[config.mk]
export PLATFORM = sky130hd
export DESIGN_NAME = lkr_victim_sel
export DESIGN_NICKNAME = d
export VERILOG_FILES = /design/src/rtl/lkr_victim_sel.sv
export SDC_FILE = /design/constraint.sdc
export NUM_CORES = 1
export LEC_CHECK = 0
export ABC_CLOCK_PERIOD_IN_PS = 22400
export BUFFER_PORTS_ARGS = -buffer_cell sky130_fd_sc_hd__buf_2
export CORE_MARGIN = 8
export CORE_UTILIZATION = 35
export CTS_CLUSTER_DIAMETER = 100
export DETAILED_ROUTE_END_ITERATION = 10
export MAX_ROUTING_LAYER = met4
export PLACE_DENSITY = 0.62
export SLEW_MARGIN = 30
export SYNTH_ARGS = -nofsm -noshare
export SYNTH_HDL_FRONTEND = slang
export SYNTH_SLANG_ARGS = --single-unit
[constraint.sdc]
create_clock -name clk -period 22.4 [get_ports clk]
set_input_delay 1.12 -clock clk [delete_from_list [all_inputs] [get_ports clk]]
set_output_delay 1.12 -clock clk [all_outputs]
set_load 0.01 [all_outputs]
[src/rtl/lkr_victim_sel.sv]
// Shared compare unit: keeps the best history and best cached candidate
// seen so far during an evict scan. One wide compare per cycle.
module lkr_victim_sel #(
  parameter int IDX_W     = 6,
  parameter int TIME_BITS = 48
) (
  input  logic                 clk,
  input  logic                 rst_n,
  input  logic                 clear,
  input  logic                 cand_valid,
  input  logic [IDX_W-1:0]     cand_idx,
  input  logic                 cand_hist,
  input  logic [TIME_BITS-1:0] cand_time,
  output logic                 hist_found,
  output logic [IDX_W-1:0]     hist_idx,
  output logic                 cache_found,
  output logic [IDX_W-1:0]     cache_idx
);

  logic                 hist_found_r, cache_found_r;
  logic [IDX_W-1:0]     hist_idx_r, cache_idx_r;
  logic [TIME_BITS-1:0] hist_time_r, cache_time_r;
  logic [TIME_BITS-1:0] best_time;
  logic                 best_found;
  logic                 take;

  // Strict less-than: on equal times the earlier (lower) frame id stays
  always_comb begin
    best_time  = cand_hist ? hist_time_r : cache_time_r;
    best_found = cand_hist ? hist_found_r : cache_found_r;
    take       = cand_valid && (!best_found || (cand_time < best_time));
  end

  always_ff @(posedge clk) begin
    if (!rst_n) begin
      hist_found_r  <= 1'b0;
      cache_found_r <= 1'b0;
    end else if (clear) begin
      hist_found_r  <= 1'b0;
      cache_found_r <= 1'b0;
    end else if (take && cand_hist) begin
      hist_found_r  <= 1'b1;
    end else if (take) begin
      cache_found_r <= 1'b1;
    end
  end

  always_ff @(posedge clk) begin
    if (take && cand_hist) begin
      hist_idx_r  <= cand_idx;
      hist_time_r <= cand_time;
    end else if (take) begin
      cache_idx_r  <= cand_idx;
      cache_time_r <= cand_time;
    end
  end

  assign hist_found  = hist_found_r;
  assign hist_idx    = hist_idx_r;
  assign cache_found = cache_found_r;
  assign cache_idx   = cache_idx_r;

endmodule

# Word level (Yosys, flattened, before mapping)
# Index checks and enable logic that the tools add are counted.
# word_totals
wordCells	17
output_inout_bits	14
latchBits	0
mem_bits_ro	0
reg_bits	110
mem_count	0
ramBits	0
# op_classes
div_mod_pow	0
bitwise_logic	2
n_reduce_logical	6
eq_ne	0
n_lt_le_gt_ge	1
n_mux	2
n_mul	0
addsub	0
shifts	0
# op_table
operator	count
$lt 48x48->1	1
$mux 48	1
$logic_and 1x1->1	2
$not 1->1	2
$reduce_and 2->1	1
$reduce_or 2->1	1
$logic_not 1->1	1
$logic_or 1x1->1	1
$mux 1	1

# Longest topological paths before layout
# logic_depth
word_depth	7
ltp_mapped	9
mapped_depth_nobuf	7

# Worst setup path before layout
# OpenSTA, ideal clock, no wires.
# synth_path
path_kind	input-to-reg
from	input port cand_hist
to	register hist_idx_r[0] (netlist: hist_idx[0]) (enable)
required_ns	21.646
setup_time_ns	0.754
arrival_time_ns	11.368
cell_stages	9
path_slack_ns	10.277
cell_sequence	buf_2 buf_1 mux2i_1 ha_1 a21oi_1 o21ai_0 a221oi_1 o2111ai_1 a2111oi_0
# synth_between
elab_chain_len	5
elab_cells_between_ends	7
cone_classes	1 x order compare; 2 x mux; 4 x reduce/logical
# synth_lines
item	line_no	rtl
start, declared	12	input logic cand_hist,
$mux 48 / $mux 1 (equally long branches)	29, 30	
$lt 48x48->1 / $logic_not 1->1 (equally long branches)	31	take = cand_valid && (!best_found || (cand_time < best_time));
$logic_or 1x1->1	31	
$logic_and 1x1->1	31	
$logic_and 1x1->1 (*)	49	if (take && cand_hist) begin
end signal, assigned	50	hist_idx_r <= cand_idx;
end, declared	21	logic [IDX_W-1:0] hist_idx_r, cache_idx_r;
# Every way passes the cells marked *; elsewhere a longest branch is shown, timed or not.
# A chain may end at the register's enable or synchronous reset.

# Worst setup path in the final report
# layout_path
from	input port cand_hist
to	register cache_time_r[18] (enable)
# layout_between
elab_chain_len	7
elab_cells_between_ends	9
cone_classes	1 x order compare; 2 x mux; 1 x bitwise; 5 x reduce/logical
# layout_lines
item	line_no	rtl
$mux 48 / $mux 1 (equally long branches)	29, 30	
$lt 48x48->1 / $logic_not 1->1 (equally long branches)	31	
$logic_or 1x1->1	31	
$logic_and 1x1->1	31	
$logic_and 1x1->1	49	
$not 1->1 (no line)	--	
$reduce_and 2->1 (no line) (*)	--	
end signal, assigned	54	cache_time_r <= cand_time;
end, declared	22	logic [TIME_BITS-1:0] hist_time_r, cache_time_r;
# Marks and branches as above.

==> metrics.yaml <==
ys_seq_elements: 110
grt_pass1_wl_um: 15200
clkSinkCount: 110
end_kind: "flop"
place_area_sq_mm: 0.00546
clkTransAtPathRegs_ns: 0.06
clk_latency_ns: 0.34
whs_path_depth: 2
antenna_found_initial: 0
drc: 0
maxCapViolations: 0
ff2ff_path_depth: 8
cp-start-kind: "input port"
drt-vias-per-instance: 4.85
min_path_type: "reg -> reg"
core_area_sq_mm: 0.0137
dr.pass1.iters: 4
synth_edf_count: 108
drtIter0Drc: 129
synth_cell_types: 29
tightest_slew_ns: 0.901
clock_skew_ns: 0.00667
cts_hold_buf: 0
status: "complete, no violations"
crit_chain: "buf_2 > buf_4 > mux2i_1 > ha_1 > a21oi_1 > nand2_1 > a221oi_1 > o2111ai_1 > a2111oi_2 > buf_4"
syn_area_sq_mm: 0.00485
p_sw_uw: 92.3
p_int_uw: 328
avgSynthCellArea_sq_um: 16.4
path_common_cell: "buf_4"
fin_area_sq_mm: 0.00571
cp_slowest_stage_delay_ns: 0.67
cts_root_buf: "clkbuf_16"
final_common_cell: "edfxtp_1"
die_w_um: 134
ir_worst_vdd_v: 0.0000352
clock_path_buffers: 2
p_sw_share_pct: 21.9
grtUsageTotal_pct: 11.3
timing.fmax_ghz: 0.228
dp_hpwl_um: 6520
post_cts_resized: 0
crit_arrival_ns: 4.37
combPwrFrac_pct: 10.0
grt_pass1_vias: 3004
syn-num-nets: 402
yosys_warnings: 0
leakage_nw: 2.25
fin_crit_sh_pct: 19.6
p_clk_share_pct: 33.2
finalNetCount: 484
diodes: 0
ys.flop_type: "edfxtp_1"
syn_inst: 296
grt_max_degree: 53
cts_tree: "done"
hold_violations: 0
path_class: "in -> reg"
boundaryPins: 73
num_vias: 2728
slowest_stage: "buf_4"
tns_ns: 0
htree_levels: 3
postCtsSetupRepairBufs: 0
io_buffers: 72
async_flop_share_pct: 0
crit_required_ns: 22.38
slew_violations: 0
drive_gt1_share_pct: 23.3
gp_congestion: 0.736
rsz0062_at_grt: "no"
grt_remaining_overflow: 0
powerDensity_mw_per_mm2: 73.7
area_growth_pct: 17.8
seq_area_frac_synth_pct: 67.8
seqPwrFrac_pct: 56.8
wire_per_inst_um: 16.4
most-common-layout-cells: "edfxtp_1 (108), buf_2 (72), mux2i_1 (48)"
fp.dieArea_sq_mm: 0.0179
fin_crit_ns: 4.39
slew_headroom_pct: 39.9
finalSetupViolCount: 0
placementRows: 43
hold-worst-slack_ns: 0.499
drtAntennaViolNets: 0
cts_inserted_buffers: 9
start_util_pct: 35.3
critPathMaxFanout: 52
die_height_um: 134
wl_um: 9240
-- metal layers --
metal / global-route usage (%) / up-vias / part of all wire [%]
met5: - / - / 0
met4: 5.43 / 0 / 1.8
met2: 17.6 / 46 / 47
li1: - / 1351 / -
met3: 2.33 / 11 / 2.6
met1: 13.8 / 1320 / 49
-- synthesized netlist by cell type (all sizes together), types with 3 or more instances --
cell	number	area, sq um
mux2i	48	480
a221oi	3	26.3
o21ai	7	35.0
buf	6	23.8
edfxtp	108	3240
ha	47	588
nand2	13	48.8
inv	3	11.3
a21oi	24	120
nand3	3	15.0
nand4	8	50.1
nor2	6	22.5
-- flip-flops by register name, summed over array words and instances (netlist names) --
name,cells
cache_time_r,48
cache_found,1
cache_idx,6
hist_idx,6
hist_found,1
hist_time_r,48
-- path summary, 6_finish.rpt --
path / startpoint / end / slack (ns)
max: cand_hist / cache_time_r[18] / 18.01
min: cache_found / cache_found / 0.50
max reg2reg: hist_time_r[14] / cache_time_r[18] / 19.36
min reg2reg: cache_found / cache_found / 0.50
-- final cells by class --
| class | count | area [sq um] |
|---|---|---|
| fillers | 1279 | 8010 |
| flip-flops and latches | 110 | 3280 |
| multi-input cells | 177 | 1540 |
| repair buffers | 77 | 398 |
| clock buffers | 12 | 236 |
| well taps | 180 | 225 |
| clock inverters | 3 | 12.5 |
| inverters | 3 | 11.3 |
-- cell families (layout without fill, tap and decap cells) --
group / after synthesis / after routing / synth area share [%]
simple gates: 38 / 38 / 3.98
flops: 110 / 110 / 67.8
buf+inv: 9 / 95 / 0.723
fa+ha+maj: 47 / 47 / 12.1
compound gates: 43 / 43 / 5.27
mux: 49 / 49 / 10.1
-- power by group through the flow --
stage	sequential [mW]	clock, mW	combinational, mW
floorplan	0.246	0	0.0249
global placement	0.243	0	0.0420
detailed placement	0.243	0	0.0431
CTS	0.239	0.145	0.0434
global route	0.239	0.152	0.0487
finish	0.239	0.140	0.0422
-- stage by stage --
step	utilization [%]	worst slack [ns]	instances	total power, mW
floorplan	-	10.28	296	0.271
CTS	41.6	17.95	562	0.427
finish	41.6	18.01	562	0.421
detailed placement	39.8	17.60	547	0.286
global route	41.6	17.78	562	0.440
global placement	39.8	17.65	547	0.285
-- worst max-delay path, delay by kind of cell --
kind	cells	cell delay, ns
AOI/OAI and AO/OA	4	1.27
adders and majority gates	1	0.29
muxes	1	0.30
buffers and inverters	3	1.26
and+or+nand+nor	1	0.07
(Power assumes the default switching activity.)
